`src/rtl/core/crm_pkg.sv`:
```
`timescale 1ns / 1ps

package crm_pkg;

  // Widths of the fixed-point operands.
  localparam int unsigned PT_W   = 32;
  localparam int unsigned FRAC_W = 16;
  localparam int unsigned PROD_W = 2 * PT_W;
  localparam int unsigned PAIR_W = PROD_W + 1;
  localparam int unsigned SUM_W  = PROD_W + 2;

  // The factor one half and the rounding to the point format: shift by 29.
  localparam int unsigned RES_SHIFT = 29;

  // One input transfer: position in the segment and four control values.
  typedef struct packed {
    logic        [15:0] frac;
    logic signed [31:0] point_a;
    logic signed [31:0] point_b;
    logic signed [31:0] point_c;
    logic signed [31:0] point_d;
  } crm_in_t;

  // One result transfer.
  typedef struct packed {
    logic signed [31:0] value;
    logic signed [31:0] slope;
  } crm_out_t;

  // Control values with their rounded Q.28 weights; element 0 is point_a.
  typedef struct packed {
    logic [3:0][PT_W-1:0] pt;
    logic [3:0][PT_W-1:0] wv;
    logic [3:0][PT_W-1:0] wd;
  } crm_wgt_t;

  // Pairwise sums of the weighted products; the low pairs carry the rounding term.
  typedef struct packed {
    logic signed [PAIR_W-1:0] sv_lo;
    logic signed [PAIR_W-1:0] sv_hi;
    logic signed [PAIR_W-1:0] sd_lo;
    logic signed [PAIR_W-1:0] sd_hi;
  } crm_sum_t;

endpackage

```
`src/rtl/core/crm_round.sv`:
```
`timescale 1ns / 1ps

module crm_round
  import crm_pkg::*;
(
  input  logic     clk,
  input  logic     rst_n,
  input  logic     up_valid,
  output logic     up_ready,
  input  crm_sum_t up_data,
  output logic     dn_valid,
  input  logic     dn_stall,
  output crm_out_t dn_data
);

  localparam int unsigned SH_W = SUM_W - RES_SHIFT;

  logic     v6_r;
  logic     rdy6;
  crm_out_t s6_r;

  logic signed [SUM_W-1:0] sv_sum, sd_sum;
  logic signed [SH_W-1:0]  sv_sh, sd_sh;
  logic signed [PT_W-1:0]  value_nxt, slope_nxt;

  // Clamp a shifted sum to the signed 32-bit range.
  function automatic logic signed [PT_W-1:0] sat32(input logic signed [SH_W-1:0] x);
    logic [SH_W-PT_W:0] top;
    top = x[SH_W-1:PT_W-1];
    if (top == '0 || top == '1) begin
      return x[PT_W-1:0];
    end else if (x[SH_W-1]) begin
      return {1'b1, {(PT_W-1){1'b0}}};
    end else begin
      return {1'b0, {(PT_W-1){1'b1}}};
    end
  endfunction

  assign rdy6     = !v6_r || !dn_stall;
  assign up_ready = rdy6;
  assign dn_valid = v6_r;
  assign dn_data  = s6_r;

  // Final sum, the halving shift with floor, and saturation.
  always_comb begin
    sv_sum    = SUM_W'(up_data.sv_lo) + SUM_W'(up_data.sv_hi);
    sd_sum    = SUM_W'(up_data.sd_lo) + SUM_W'(up_data.sd_hi);
    sv_sh     = SH_W'(sv_sum >>> RES_SHIFT);
    sd_sh     = SH_W'(sd_sum >>> RES_SHIFT);
    value_nxt = sat32(sv_sh);
    slope_nxt = sat32(sd_sh);
  end

  always_ff @(posedge clk) begin
    if (!rst_n) begin
      v6_r <= 1'b0;
    end else if (rdy6) begin
      v6_r <= up_valid;
    end
  end

  // Stage 6: output register, held while the receiver stalls.
  always_ff @(posedge clk) begin
    if (rdy6) begin
      s6_r.value <= value_nxt;
      s6_r.slope <= slope_nxt;
    end
  end

endmodule

```
`config.mk`:
```
export PLATFORM = sky130hd
export DESIGN_NAME = crm_round
export DESIGN_NICKNAME = d
export VERILOG_FILES = /design/src/rtl/core/crm_pkg.sv /design/src/rtl/core/crm_round.sv
export SDC_FILE = /design/constraint.sdc
export NUM_CORES = 1
export LEC_CHECK = 0
export BUFFER_PORTS_ARGS = -buffer_cell sky130_fd_sc_hd__buf_2
export CAP_MARGIN = 5
export CORE_UTILIZATION = 52
export DETAILED_ROUTE_END_ITERATION = 10
export PLACE_DENSITY_LB_ADDON = 0.25
export SETUP_SLACK_MARGIN = 0.1
export SYNTH_ARGS = -nofsm -noshare
export SYNTH_HDL_FRONTEND = slang
export SYNTH_SLANG_ARGS = --single-unit
```
`constraint.sdc`:
```
create_clock -name clk -period 3.4 [get_ports clk]
set_input_delay 0 -clock clk [delete_from_list [all_inputs] [get_ports clk]]
set_output_delay 0 -clock clk [all_outputs]
set_load 0.01 [all_outputs]
```
# Word level (Yosys, flattened, before mapping)

Index checks and enable logic that the tools add are counted.

Flip-flop bits (word level): 65
Bits in latches: 0
Bits in writable memories: 0
Bits in read-only memories: 0
Input port bits: 264
Output and inout bits: 66
Logic and storage cells: 18
Memories: 0

$add $sub $neg: 2
Multiply operators: 0
Div/mod/pow operators: 0
$lt $le $gt $ge: 0
Equality and inequality tests: 2
Shift operators: 0
Muxes and demuxes: 4
Bitwise gates (word level): 0
Reductions and logical operators: 7

Operators with widths:

| kind                 | count |
|---|---|
| $add A65 B65 Y66     | 2 |
| $mux W32             | 4 |
| $eq A6 B6 Y1 const B | 2 |
| $logic_not A6 Y1     | 2 |
| $logic_or A1 B1 Y1   | 3 |
| $logic_not A1 Y1     | 2 |

# Logic depth before layout (Yosys ltp)

Word-level depth: 4
Mapped depth: 14
Depth with buffers taken out: 12

# Worst setup path after synthesis

No wires, ideal clock.

Path type: input to register
Start: input port up_data[171] in the netlist's numbering
End: register s6_r, in the netlist dn_data[52], data pin
Library setup time: 254 ps
Arrival time: 2851 ps
Required time: 3146 ps
Path slack: 296 ps
Cell stages on the path: 14
Buffers on the path: 2
Path through: ha_1 clkbuf_1 nand4_1 nor3_1 nand4_1 a311oi_1 o21ba_2 nor2_4 a41oi_4 xnor2_1 o21ai_0 o41a_1 buf_6 a21o_1

Cells in the longest elaborated chain, start to end: 4
Elaborated cells between the ends (all ways): 6
Those cells by class: add/sub: 1; eq/ne: 1; mux: 2; reduce/logical: 2

RTL lines:

| item                                                    | line            | source |
|---|---|---|
| start, declared                                         | crm_round.sv:10 | `input crm_sum_t up_data,` |
| $add A65 B65 Y66 (*)                                    | crm_round.sv:46 | `sv_sum = SUM_W'(up_data.sv_lo) + SUM_W'(up_data.sv_hi);` |
| $eq A6 B6 Y1 / $logic_not A6 Y1 (equally long branches) | crm_round.sv:30 | `if (top == '0 \|\| top == '1) begin` |
| $logic_or A1 B1 Y1                                      | crm_round.sv:30 |  |
| $mux W32 (*)                                            | crm_round.sv:30 |  |
| via value_nxt[20]                                       | crm_round.sv:24 | `logic signed [PT_W-1:0] value_nxt, slope_nxt;` |
| end, declared                                           | crm_round.sv:20 | `crm_out_t s6_r;` |

The timed path passes the listed nets; every way through them passes the cells marked *.
A chain may end at the register's enable or synchronous reset.

# Final worst setup path

Start: input port up_data[15] in the netlist's numbering
End: register s6_r, in the netlist dn_data[3], data pin

Cells in the longest elaborated chain, start to end: 4
Elaborated cells between the ends (all ways): 6
Those cells by class: add/sub: 1; eq/ne: 1; mux: 2; reduce/logical: 2

RTL lines:

| item                                                    | line            | source |
|---|---|---|
| $add A65 B65 Y66 (*)                                    | crm_round.sv:47 | `sd_sum = SUM_W'(up_data.sd_lo) + SUM_W'(up_data.sd_hi);` |
| $eq A6 B6 Y1 / $logic_not A6 Y1 (equally long branches) | crm_round.sv:30 |  |
| $logic_or A1 B1 Y1                                      | crm_round.sv:30 |  |
| $mux W32 (*)                                            | crm_round.sv:30 |  |
| via slope_nxt[3]                                        | crm_round.sv:24 |  |

Marked as above.

==> impl_metrics.py <==
metrics = {
    "yosys": {
        "yosysSeqAreaShare": 0.213,
        "synth_area_um2": 9130,
        "ys_ff_latch": 65,
        "yosysUniqueCellTypes": 76,
        "synthTopCellsByArea": "edfxtp_1 (21%), ha_1 (18%), a21o_1 (7.4%)",
        "synth-edff-count": 64,
        "ys_async_sr_fraction": 0,
        "synth.most_common_cell": "a21oi_1",
        "yosysWarningCount": 0,
        "syn_area_per_cell_um2": 8.14,
        "synth_flop_cell": "edfxtp_1",
        "syn_nets": 1514,
        "synth_cells": 1122,
        "synthTopCellsByCount": "a21oi_1 (129), ha_1 (128), nand2_1 (111)",
        "yosys.area.top_type": "edfxtp_1",
        "netlist.area_leader.share": 0.210,
    },
    "global_routing": {
        "grt_usage": 0.305,
        "grt_util_met1": 0.385,
        "use_met3": 0.0263,
        "grt_pass1_wl_um": 44600,
        "grtUsageMet2": 0.532,
        "gr-total-overflow": 0,
        "antenna_found_initial": 3,
        "grt_pass1_vias": 9392,
        "grt_start_max_net_pins": 32,
        "grt_busiest_layer": "met2",
    },
    "timing": {
        "fmax_ghz": 0.321,
        "finalSetupViolCount": 0,
        "setup_ws_ns": 0.286,
        "final.period_utilization": 0.916,
        "max-slew-margin-rel": 0.475,
        "tightest_slew_ns": 0.785,
        "fin_setup_tns_ns": 0,
        "finClkSkew_ns": 0.00297,
        "final_hold_viol_count": 0,
        "drv_slew": 0,
        "period_needed_ns": 3.11,
        "rsz0062_at_grt": "yes",
        "hold_slack_ns": 0.284,
    },
    "placed_design": {
        "gp_congestion": 0.934,
        "placed_cells": 1696,
        "place_ws_ns": -0.102,
        "port-buffer-count": 329,
        "hpwl_um": 23500,
        "dpl-instance-area_um2": 11400,
    },
    "finish": {
        "area_growth_pct": 28.4,
        "fin_cells": 1717,
        "stdcell_area_um2": 11700,
        "final_util": 0.680,
        "drive_gt1_frac": 0.290,
        "nFillCells": 1549,
        "final_nets": 1876,
    },
    "detailed_routing": {
        "vias": 10100,
        "ant_nets": 0,
        "wire_per_inst_um": 16.4,
        "totalWireLength_um": 28100,
        "route.detailed.drc": 0,
        "vias_per_cell": 5.90,
        "drtPass1Iterations": 7,
        "drtIter0Drc": 627,
    },
    "min_path": {
        "hold_path_class": "in -> reg",
    },
    "floorplanning": {
        "coreArea_um2": 17200,
        "fp-row-count": 48,
        "fp.dieH_um": 135,
        "initial_core_util": 0.530,
        "ios": 330,
        "die_area_um2": 18100,
        "die_width_um": 135,
    },
    "power_and_ir_drop": {
        "power_leakage_nw": 5.50,
        "total_power_mw": 4.12,
        "vdd_drop_max_mv": 0.203,
        "power.density_nw_per_um2": 351,
    },
    "worst_setup_path": {
        "path_delay_family": "compound AO/OA/AOI/OAI gates",
        "cp_cell_sequence": "buf_2, ha_1, nand4_1, nor4_1, o211ai_1, nand3_1, a31oi_1, o31ai_2, a41oi_1, o41ai_2, xor2_1, o41ai_4, buf_12, o21ai_1",
        "cp_slowest_cell": "o41ai_4",
        "cp.arrival_ns": 3.19,
        "critPathBufInv": 2,
        "worst_ep_required_time_ns": 3.48,
        "crit_path_start_kind": "input port",
        "critPathKind": "in -> reg",
        "worst_path_largest_cell_delay_ns": 0.44,
        "crit_fanout": 31,
        "critPathCaptureType": "flop",
    },
    "cts": {
        "cts_root_buf": "clkbuf_16",
        "cts-htree-levels": 3,
        "cts_sinks": 65,
        "numCtsBuffers": 9,
        "clockBufferDepth": 2,
        "cts_tree": "built",
        "insertion_delay_ns": 0.34,
        "clk_pin_slew_ns": 0.05,
    },
    "job": {
        "cap_violations": 0,
    },
    "status": {
        "outcome": "completed",
    },
}
==> report_power, final <==
group / total [mW] / switching (mW) / internal, mW
registers: 1.12 / 0.0512 / 1.07
logic: 2.02 / 1.13 / 0.881
clock network: 0.981 / 0.347 / 0.633
total: 4.12 / 1.53 / 2.58
==> worst paths after layout <==
check	depth (start not counted)	start	end	slack, ns
setup / recovery	14	up_data[15]	dn_data[3]	0.29
hold / removal	4	up_data[96]	dn_data[2]	0.28
setup reg to reg	2	dn_valid	dn_data[31]	1.65
hold reg to reg	3	dn_valid	dn_valid	1.11
==> area by class of cell <==
class	instances	area, um^2	area share
Antenna cell	3	7.51	0.000640
Multi-Input combinational cell	980	6890	0.588
Timing Repair Buffer	394	2160	0.185
Clock inverter	7	85.1	0.00726
Clock buffer	9	225	0.0192
Inverter	34	128	0.0109
Tap cell	225	282	0.0240
Sequential cell	65	1940	0.166
==> flip-flops by register name, indices dropped and copies added, names as in the netlist <==
| signal | cells |
|---|---|
| dn_valid | 1 |
| dn_data | 64 |
==> kinds of logic (layout without fill, tap and decap cells) <==
family                     Yosys count  after routing  share of synthesized area
DFF                                 65             65                      0.213
and+or+nand+nor                    311            311                      0.162
other                                0              3                          0
muxes                                1              1                    0.00123
AOI/OAI and AO/OA                  470            470                      0.345
adders and majority gates          128            128                      0.175
buffers and inverters               77            444                     0.0366
xor gates and xnor gates            70             70                     0.0671
==> tightest hold or removal path, cell delays in order <==
cell and delay, ns:
buf_2 0.08, ha_1 0.23, xor2_1 0.09, o21ai_1 0.10
==> cell usage in the layout (no fill, tap or decap), types with 10 or more instances in the layout <==
cell type    n
a21oi_1    129
nand3_1     22
nand4_1     33
a31oi_1     10
a211oi_1    10
xor2_1      32
o211ai_1    16
o21a_1      12
ha_1       128
edfxtp_1    64
nor2_1      69
xnor2_1     38
nor2b_1     12
buf_4       61
o21ai_0     58
inv_1       34
a21o_1      90
o21bai_1    23
nor3_1      22
nand2_1    110
buf_2      329
o21ai_1     41
==> what timing repair did <==
| action | CTS | global route |
|---|---|---|
| hold buffers | 2 | 0 |
| setup endpoints to repair | 0 | 43 |
| buffers inserted | 0 | 0 |
| gates resized for setup | 0 | 2 |
| hold endpoints to repair | 1 | 0 |
==> layer usage <==
layer / share of wire / up-vias
met5: 0.00046 / -
met4: 0.032 / 2
met3: 0.063 / 66
met2: 0.48 / 431
met1: 0.43 / 4617
li1: - / 5015
Note: power is estimated with default switching activity, not from simulation.
