<file path="config.mk">
export PLATFORM = sky130hd
export DESIGN_NAME = crm_basis
export DESIGN_NICKNAME = d
export VERILOG_FILES = /design/src/rtl/core/crm_pkg.sv /design/src/rtl/core/crm_basis.sv
export SDC_FILE = /design/constraint.sdc
export NUM_CORES = 2
export LEC_CHECK = 0
export BUFFER_PORTS_ARGS = -buffer_cell sky130_fd_sc_hd__buf_2
export CELL_PAD_IN_SITES_DETAIL_PLACEMENT = 2
export CELL_PAD_IN_SITES_GLOBAL_PLACEMENT = 2
export CORE_ASPECT_RATIO = 0.6
export CORE_UTILIZATION = 29
export CTS_BUF_LIST = sky130_fd_sc_hd__clkbuf_4
export DETAILED_ROUTE_END_ITERATION = 10
export PLACE_DENSITY_LB_ADDON = 0.05
export SETUP_SLACK_MARGIN = 0.05
export SLEW_MARGIN = 20
export SYNTH_ARGS = -nofsm -noshare
export SYNTH_HDL_FRONTEND = slang
export SYNTH_SLANG_ARGS = --single-unit
</file>
<file path="constraint.sdc">
create_clock -name clk -period 18.8 [get_ports clk]
set_input_delay 0.94 -clock clk [delete_from_list [all_inputs] [get_ports clk]]
set_output_delay 0.94 -clock clk [all_outputs]
set_load 0.02 [all_outputs]
</file>
<file path="src/rtl/core/crm_pkg.sv">
`timescale 1ns / 1ps

package crm_pkg;

  // Widths of the fixed-point operands.
  localparam int unsigned PT_W   = 32;
  localparam int unsigned FRAC_W = 16;
  localparam int unsigned PROD_W = 2 * PT_W;
  localparam int unsigned PAIR_W = PROD_W + 1;
  localparam int unsigned SUM_W  = PROD_W + 2;

  // The factor one half and the rounding to the point format: shift by 29.
  localparam int unsigned RES_SHIFT = 29;

  // One input transfer: position in the segment and four control values.
  typedef struct packed {
    logic        [15:0] frac;
    logic signed [31:0] point_a;
    logic signed [31:0] point_b;
    logic signed [31:0] point_c;
    logic signed [31:0] point_d;
  } crm_in_t;

  // One result transfer.
  typedef struct packed {
    logic signed [31:0] value;
    logic signed [31:0] slope;
  } crm_out_t;

  // Control values with their rounded Q.28 weights; element 0 is point_a.
  typedef struct packed {
    logic [3:0][PT_W-1:0] pt;
    logic [3:0][PT_W-1:0] wv;
    logic [3:0][PT_W-1:0] wd;
  } crm_wgt_t;

  // Pairwise sums of the weighted products; the low pairs carry the rounding term.
  typedef struct packed {
    logic signed [PAIR_W-1:0] sv_lo;
    logic signed [PAIR_W-1:0] sv_hi;
    logic signed [PAIR_W-1:0] sd_lo;
    logic signed [PAIR_W-1:0] sd_hi;
  } crm_sum_t;

endpackage

</file>
<file path="src/rtl/core/crm_basis.sv">
`timescale 1ns / 1ps

module crm_basis
  import crm_pkg::*;
(
  input  logic     clk,
  input  logic     rst_n,
  input  logic     up_valid,
  output logic     up_ready,
  input  crm_in_t  up_data,
  output logic     dn_valid,
  input  logic     dn_ready,
  output crm_wgt_t dn_data
);

  localparam logic signed [37:0] ONE32   = 38'sh1_0000_0000;
  localparam logic signed [37:0] RND_D   = 38'sd8;
  localparam logic signed [52:0] ONE48   = 53'sh1_0000_0000_0000;
  localparam logic signed [52:0] RND_V   = 53'sd524288;

  logic v1_r, v2_r, v3_r;
  logic rdy1, rdy2, rdy3;

  logic [FRAC_W-1:0]    s1_t_r;
  logic [31:0]          s1_t2_r;
  logic [3:0][PT_W-1:0] s1_pt_r;

  logic [FRAC_W-1:0]    s2_t_r;
  logic [31:0]          s2_t2_r;
  logic [47:0]          s2_t3_r;
  logic [3:0][PT_W-1:0] s2_pt_r;
  logic [3:0][PT_W-1:0] s2_wd_r;
  logic [3:0][PT_W-1:0] s2_wd_nxt;

  crm_wgt_t             s3_r;
  logic [3:0][PT_W-1:0] s3_wv_nxt;

  logic signed [37:0] d_t2, d_t1;
  logic signed [37:0] hd [4];
  logic signed [37:0] hd_rnd [4];
  logic signed [52:0] v_t3, v_t2, v_t1;
  logic signed [52:0] hv [4];
  logic signed [52:0] hv_rnd [4];

  // Each stage takes a new transfer when it is empty or its successor moves on.
  assign rdy3     = !v3_r || dn_ready;
  assign rdy2     = !v2_r || rdy3;
  assign rdy1     = !v1_r || rdy2;
  assign up_ready = rdy1;
  assign dn_valid = v3_r;
  assign dn_data  = s3_r;

  always_ff @(posedge clk) begin
    if (!rst_n) begin
      v1_r <= 1'b0;
      v2_r <= 1'b0;
      v3_r <= 1'b0;
    end else begin
      if (rdy1) v1_r <= up_valid;
      if (rdy2) v2_r <= v1_r;
      if (rdy3) v3_r <= v2_r;
    end
  end

  // Stage 1: square of the position.
  always_ff @(posedge clk) begin
    if (rdy1) begin
      s1_t_r  <= up_data.frac;
      s1_t2_r <= up_data.frac * up_data.frac;
      s1_pt_r <= {up_data.point_d, up_data.point_c, up_data.point_b, up_data.point_a};
    end
  end

  // Slope weights at scale 2^32, rounded half up to Q.28.
  always_comb begin
    d_t2  = {6'b0, s1_t2_r};
    d_t1  = {6'b0, s1_t_r, 16'b0};
    hd[0] = -(38'sd3 * d_t2) + (38'sd4 * d_t1) - ONE32;
    hd[1] = (38'sd9 * d_t2) - (38'sd10 * d_t1);
    hd[2] = -(38'sd9 * d_t2) + (38'sd8 * d_t1) + ONE32;
    hd[3] = (38'sd3 * d_t2) - (38'sd2 * d_t1);
    for (int i = 0; i < 4; i++) begin
      hd_rnd[i]    = (hd[i] + RND_D) >>> 4;
      s2_wd_nxt[i] = hd_rnd[i][PT_W-1:0];
    end
  end

  // Stage 2: cube of the position and the slope weights.
  always_ff @(posedge clk) begin
    if (rdy2) begin
      s2_t_r  <= s1_t_r;
      s2_t2_r <= s1_t2_r;
      s2_t3_r <= s1_t2_r * {16'b0, s1_t_r};
      s2_pt_r <= s1_pt_r;
      s2_wd_r <= s2_wd_nxt;
    end
  end

  // Value weights at scale 2^48, rounded half up to Q.28.
  always_comb begin
    v_t3  = {5'b0, s2_t3_r};
    v_t2  = {5'b0, s2_t2_r, 16'b0};
    v_t1  = {5'b0, s2_t_r, 32'b0};
    hv[0] = -v_t3 + (53'sd2 * v_t2) - v_t1;
    hv[1] = (53'sd3 * v_t3) - (53'sd5 * v_t2) + (53'sd2 * ONE48);
    hv[2] = -(53'sd3 * v_t3) + (53'sd4 * v_t2) + v_t1;
    hv[3] = v_t3 - v_t2;
    for (int i = 0; i < 4; i++) begin
      hv_rnd[i]    = (hv[i] + RND_V) >>> 20;
      s3_wv_nxt[i] = hv_rnd[i][PT_W-1:0];
    end
  end

  // Stage 3: all eight weights ready next to the control values.
  always_ff @(posedge clk) begin
    if (rdy3) begin
      s3_r.pt <= s2_pt_r;
      s3_r.wd <= s2_wd_r;
      s3_r.wv <= s3_wv_nxt;
    end
  end

endmodule

</file>
# Yosys cells after proc, flatten, opt, wreduce, memory -nomap -nowiden
# Index checks and enable logic that the tools add are counted.
op_classes:
  n_addsub: 25
  mul: 7
  n_reduce_logical: 6
op_table:
  columns: ["cell", "count"]
  rows:
  - ["52-bit by 21-bit adder with 52-bit output (second input constant)", 3]
  - ["36-bit by 5-bit adder with 36-bit output (second input constant)", 3]
  - ["52-bit by 49-bit adder with 52-bit output", 1]
  - ["52-bit by 50-bit adder with 52-bit output", 1]
  - ["52-bit by 51-bit adder with 52-bit output", 1]
  - ["52-bit by 51-bit adder with 52-bit output (second input constant)", 1]
  - ["48-bit negator with 52-bit output", 1]
  - ["50-bit negator with 52-bit output", 1]
  - ["50-bit by 51-bit subtractor with 52-bit output", 1]
  - ["52-bit by 49-bit subtractor with 52-bit output", 1]
  - ["49-bit by 21-bit adder with 50-bit output (second input constant)", 1]
  - ["2-bit by 48-bit multiplier with 50-bit output (first input constant)", 1]
  - ["48-bit by 48-bit subtractor with 49-bit output", 1]
  - ["32-bit by 16-bit multiplier with 48-bit output", 1]
  - ["35-bit by 5-bit adder with 36-bit output (second input constant)", 1]
  - ["36-bit by 34-bit adder with 36-bit output (second input constant)", 1]
  - ["36-bit by 35-bit adder with 36-bit output", 1]
  - ["36-bit adder", 1]
  - ["4-bit by 32-bit multiplier with 36-bit output (first input constant)", 1]
  - ["34-bit negator with 36-bit output", 1]
  - ["36-bit negator", 1]
  - ["36-bit by 34-bit subtractor with 36-bit output (second input constant)", 1]
  - ["36-bit subtractor", 1]
  - ["3-bit by 32-bit multiplier with 35-bit output (first input constant)", 1]
  - ["other kinds (6)", 10]
totals:
  ff_bits: 915
  out_inout_bits: 386
  elab_cells: 70

# Longest topological paths before layout
depth:
  word_depth: 5
  mapped_depth: 27

# Worst setup path after synthesis
# Ideal clock, no wire load.
synth_timing:
  kind: "input-to-reg"
  from: "in dn_ready"
  to: "reg s2_pt_r[0] in the netlist's numbering, enable pin"
  arrival_time_ps: 6857
  required_time_ps: 16223
  slack_ps: 9366
  stages: 2
  path_buffers: 0
  path_cell_list: "nor2b_1 > nand2_1"
synth_between:
  elab_chain_len: 2
synth_lines:
  columns: ["element", "line_no", "rtl"]
  rows:
  - ["start: declaration", "crm_basis.sv:12", "input logic dn_ready,"]
  - ["1-bit logical OR", "crm_basis.sv:46", "assign rdy3 = !v3_r || dn_ready;"]
  - ["1-bit logical OR", "crm_basis.sv:47", "assign rdy2 = !v2_r || rdy3;"]
  - ["net rdy2", "crm_basis.sv:22", "logic rdy1, rdy2, rdy3;"]
  - ["end signal: assignment", "crm_basis.sv:94", "s2_pt_r <= s1_pt_r;"]
  - ["end: declaration", "crm_basis.sv:31", "logic [3:0][PT_W-1:0] s2_pt_r;"]
# The timed path passes the listed nets, and every way through them passes these cells.
# A chain may end at the register's enable or synchronous reset.

# Worst setup path in the final report
layout_timing:
  from: "reg s1_t_r[12]"
  to: "reg s2_t3_r[46], data pin"
layout_between:
  elab_chain_len: 1
layout_lines:
  columns: ["element", "line_no", "rtl"]
  rows:
  - ["start: declaration", "crm_basis.sv:24", "logic [FRAC_W-1:0] s1_t_r;"]
  - ["start signal: assignment", "crm_basis.sv:68", "s1_t_r <= up_data.frac;"]
  - ["32-bit by 16-bit multiplier with 48-bit output", "crm_basis.sv:93", "s2_t3_r <= s1_t2_r * {16'b0, s1_t_r};"]
  - ["end signal: assignment", "crm_basis.sv:93", null]
  - ["end: declaration", "crm_basis.sv:30", "logic [47:0] s2_t3_r;"]
# Every way passes these cells.

==> flow_metrics.py <==
metrics = {
    "run_status": {
        "status": "finished clean",
    },
    "timing": {
        "slew_headroom": 0.234,
        "fin_crit_sh": 0.435,
        "fmax_mhz": 122,
        "hold_violations": 0,
        "setup_viol": 0,
        "period_needed_ps": 8170,
        "rsz0062_at_grt": "no",
        "finalSetupTns_ps": 0,
        "max_slew.worst_pin.slew_ps": 1140,
        "drv_slew": 0,
        "finalClockSkew_ps": 214,
    },
    "routing": {
        "via_count": 55322,
        "wl_met2_um": 121000,
        "drt-initial-drc-count": 2528,
        "drtAntennaViolNets": 0,
        "route.detailed.drc": 0,
        "avgRoutedWirePerCell_um": 24.4,
        "via_per_inst": 4.84,
        "first_pass_iters": 7,
        "m1WireLength_um": 145000,
        "wl_um": 279000,
        "top_layer": "met5",
        "route.met3.wl_um": 9400,
    },
    "synthesis": {
        "yosys.cell_count.top_type": "inv_1",
        "netlist_area_um2": 75800,
        "ys_types": 96,
        "synth.avg_cell_area_um2": 10.8,
        "synthTopCellsByArea": "edfxtp_1 36%, fa_1 16%, ha_1 14%",
        "syn_inst": 7020,
        "synth-edff-count": 905,
        "synth_top_cell_area_share": 0.359,
        "synth_common_cells": "1025 x inv_1, 905 x edfxtp_1, 871 x ha_1",
        "synth_top_area_cell": "edfxtp_1",
        "ys_ff_latch": 908,
        "yosys_most_used_dff": "edfxtp_1",
        "synth-async-reset-ratio": 0,
        "synth_warnings": 0,
        "yosysSeqAreaShare": 0.359,
    },
    "placement": {
        "dp_hpwl_um": 220000,
        "place_inst": 10900,
        "port_buffers": 533,
        "gp_congestion": 0.833,
        "dpl-instance-area_um2": 82700,
    },
    "cts": {
        "h-tree-depth": 4,
        "clk_pin_slew_ps": 80,
        "cts_inserted_buffers": 236,
        "cts_root_buffer": "clkbuf_4",
        "cts_tree": "yes",
        "cts_buffer_depth": 4,
        "clock_sinks": 908,
        "clock_latency_ps": 1290,
        "postCtsSetupBuffers": 0,
    },
    "setup_path": {
        "path_delay_family": "adder cells",
        "crit_type": "reg -> reg",
        "setup.worst_path.start_class": "register",
        "cp_cell_sequence": "buf_4 -> inv_1 -> nor2_1 -> fa_1 -> inv_1 -> fa_1 -> inv_1 -> fa_1 -> fa_1 -> fa_1 -> inv_1 -> fa_1 -> inv_1 -> ha_1 -> nand4_1 -> or4_1 -> o211ai_1 -> o211ai_1 -> o31a_1 -> o21ai_0 -> a21oi_1 -> o21ai_0 -> a311oi_1",
        "crit_arrival_ps": 9150,
        "slowest_delay_ps": 600,
        "cp_common_cell": "fa_1",
        "cp-end-kind": "register",
        "worstPathRequired_ps": 19780,
        "crit_path_top_delay_cell": "edfxtp_1",
        "worst-path-max-fanout": 26,
        "worst-path-buf-inv": 6,
    },
    "global_routing": {
        "antenna_found_initial": 14,
        "grt_max_degree": 97,
        "first_global_vias": 61418,
        "overflow": 0,
        "track_usage": 0.210,
        "grt_pass1_wl_um": 412000,
    },
    "finish": {
        "final_core_util": 0.336,
        "nets": 9471,
        "finalInstanceArea_um2": 86800,
        "drive_gt1_frac": 0.129,
        "fin_cells": 11426,
        "area_growth_pct": 14.6,
    },
    "run": {
        "drv_cap": 0,
    },
    "die": {
        "fp.dieW_um": 662,
        "die_h_um": 398,
        "core_area_um2": 258000,
        "io_pins": 534,
        "num_rows": 144,
        "initial_core_util": 0.294,
        "die-area_um2": 263000,
    },
    "min_path": {
        "hp-class": "in -> reg",
    },
}
## state kept, by name (all words and copies together) (netlist names)
name / count
s2_t_r: 16
s2_wd_r: 128
v1_r: 1
s2_t3_r: 47
s2_pt_r: 128
dn_data: 382
v2_r: 1
s1_pt_r: 128
dn_valid: 1
s1_t2_r: 30
s1_t_r: 16
s2_t2_r: 30
## timing repair
| action | CTS | global route |
|---|---|---|
| hold endpoints to repair | 131 | 0 |
| hold buffers | 130 | 0 |
| gates resized for setup | 0 | 0 |
## worst paths after layout
check                                  start            to  slack, ps  depth (start not counted)
worst max-delay path              s1_t_r[12]   s2_t3_r[46]      10630                         23
worst min-delay path            up_data[131]     s1_t_r[3]        240                          1
worst max register to register    s1_t_r[12]   s2_t3_r[46]      10630                         23
worst min register to register  s2_wd_r[120]  dn_data[120]        300                          0
## cells in the final DEF (no fill, tap or decap), types with 313 or more instances in the layout
cell type  count
fa_1         615
nor2_1       331
buf_2        533
xnor2_1      313
ha_1         871
nand2_1      571
inv_1       1024
clkbuf_4     340
edfxtp_1     905
a21oi_1      377
## cell families after synthesis
logic type               after synthesis  synth area share
other                                  2         0.0000991
flip-flops                           908             0.359
AO/OA/AOI/OAI                       1260             0.110
XOR/XNOR                             474            0.0553
multiplexers                           7          0.000974
buffers and inverters               1187            0.0590
AND/OR/NAND/NOR                     1696             0.109
adder cells (fa/ha/maj)             1486             0.306
## routing by layer
layer	GRT usage	vias up
met5	0	-
met2	0.320	805
met3	0.0295	252
met4	0.0365	8
met1	0.317	28446
li1	-	25811
## per-stage QoR
| step | hold WS (ps) | worst slack [ps] |
|---|---|---|
| floorplan | 400 | 9370 |
| global placement | 400 | 10740 |
| detailed placement | 405 | 10470 |
| CTS | 45.4 | 10510 |
| global route | 96.5 | 10240 |
| finish | 240 | 10630 |
## layout make-up
cell class                      instances  area, µm²
Fill cell                           28006     171000
Multi-Input combinational cell       4932      44100
Sequential cell                       908      27200
Timing Repair Buffer                  732       4500
Tap cell                             3431       4290
Inverter                             1027       3860
Clock buffer                          340       2550
Clock inverter                         51        259
Antenna cell                            5       12.5
Power is left out: the tool's default activity adds up to more than one toggle a clock period on the data nets, which glitch-free logic cannot reach.
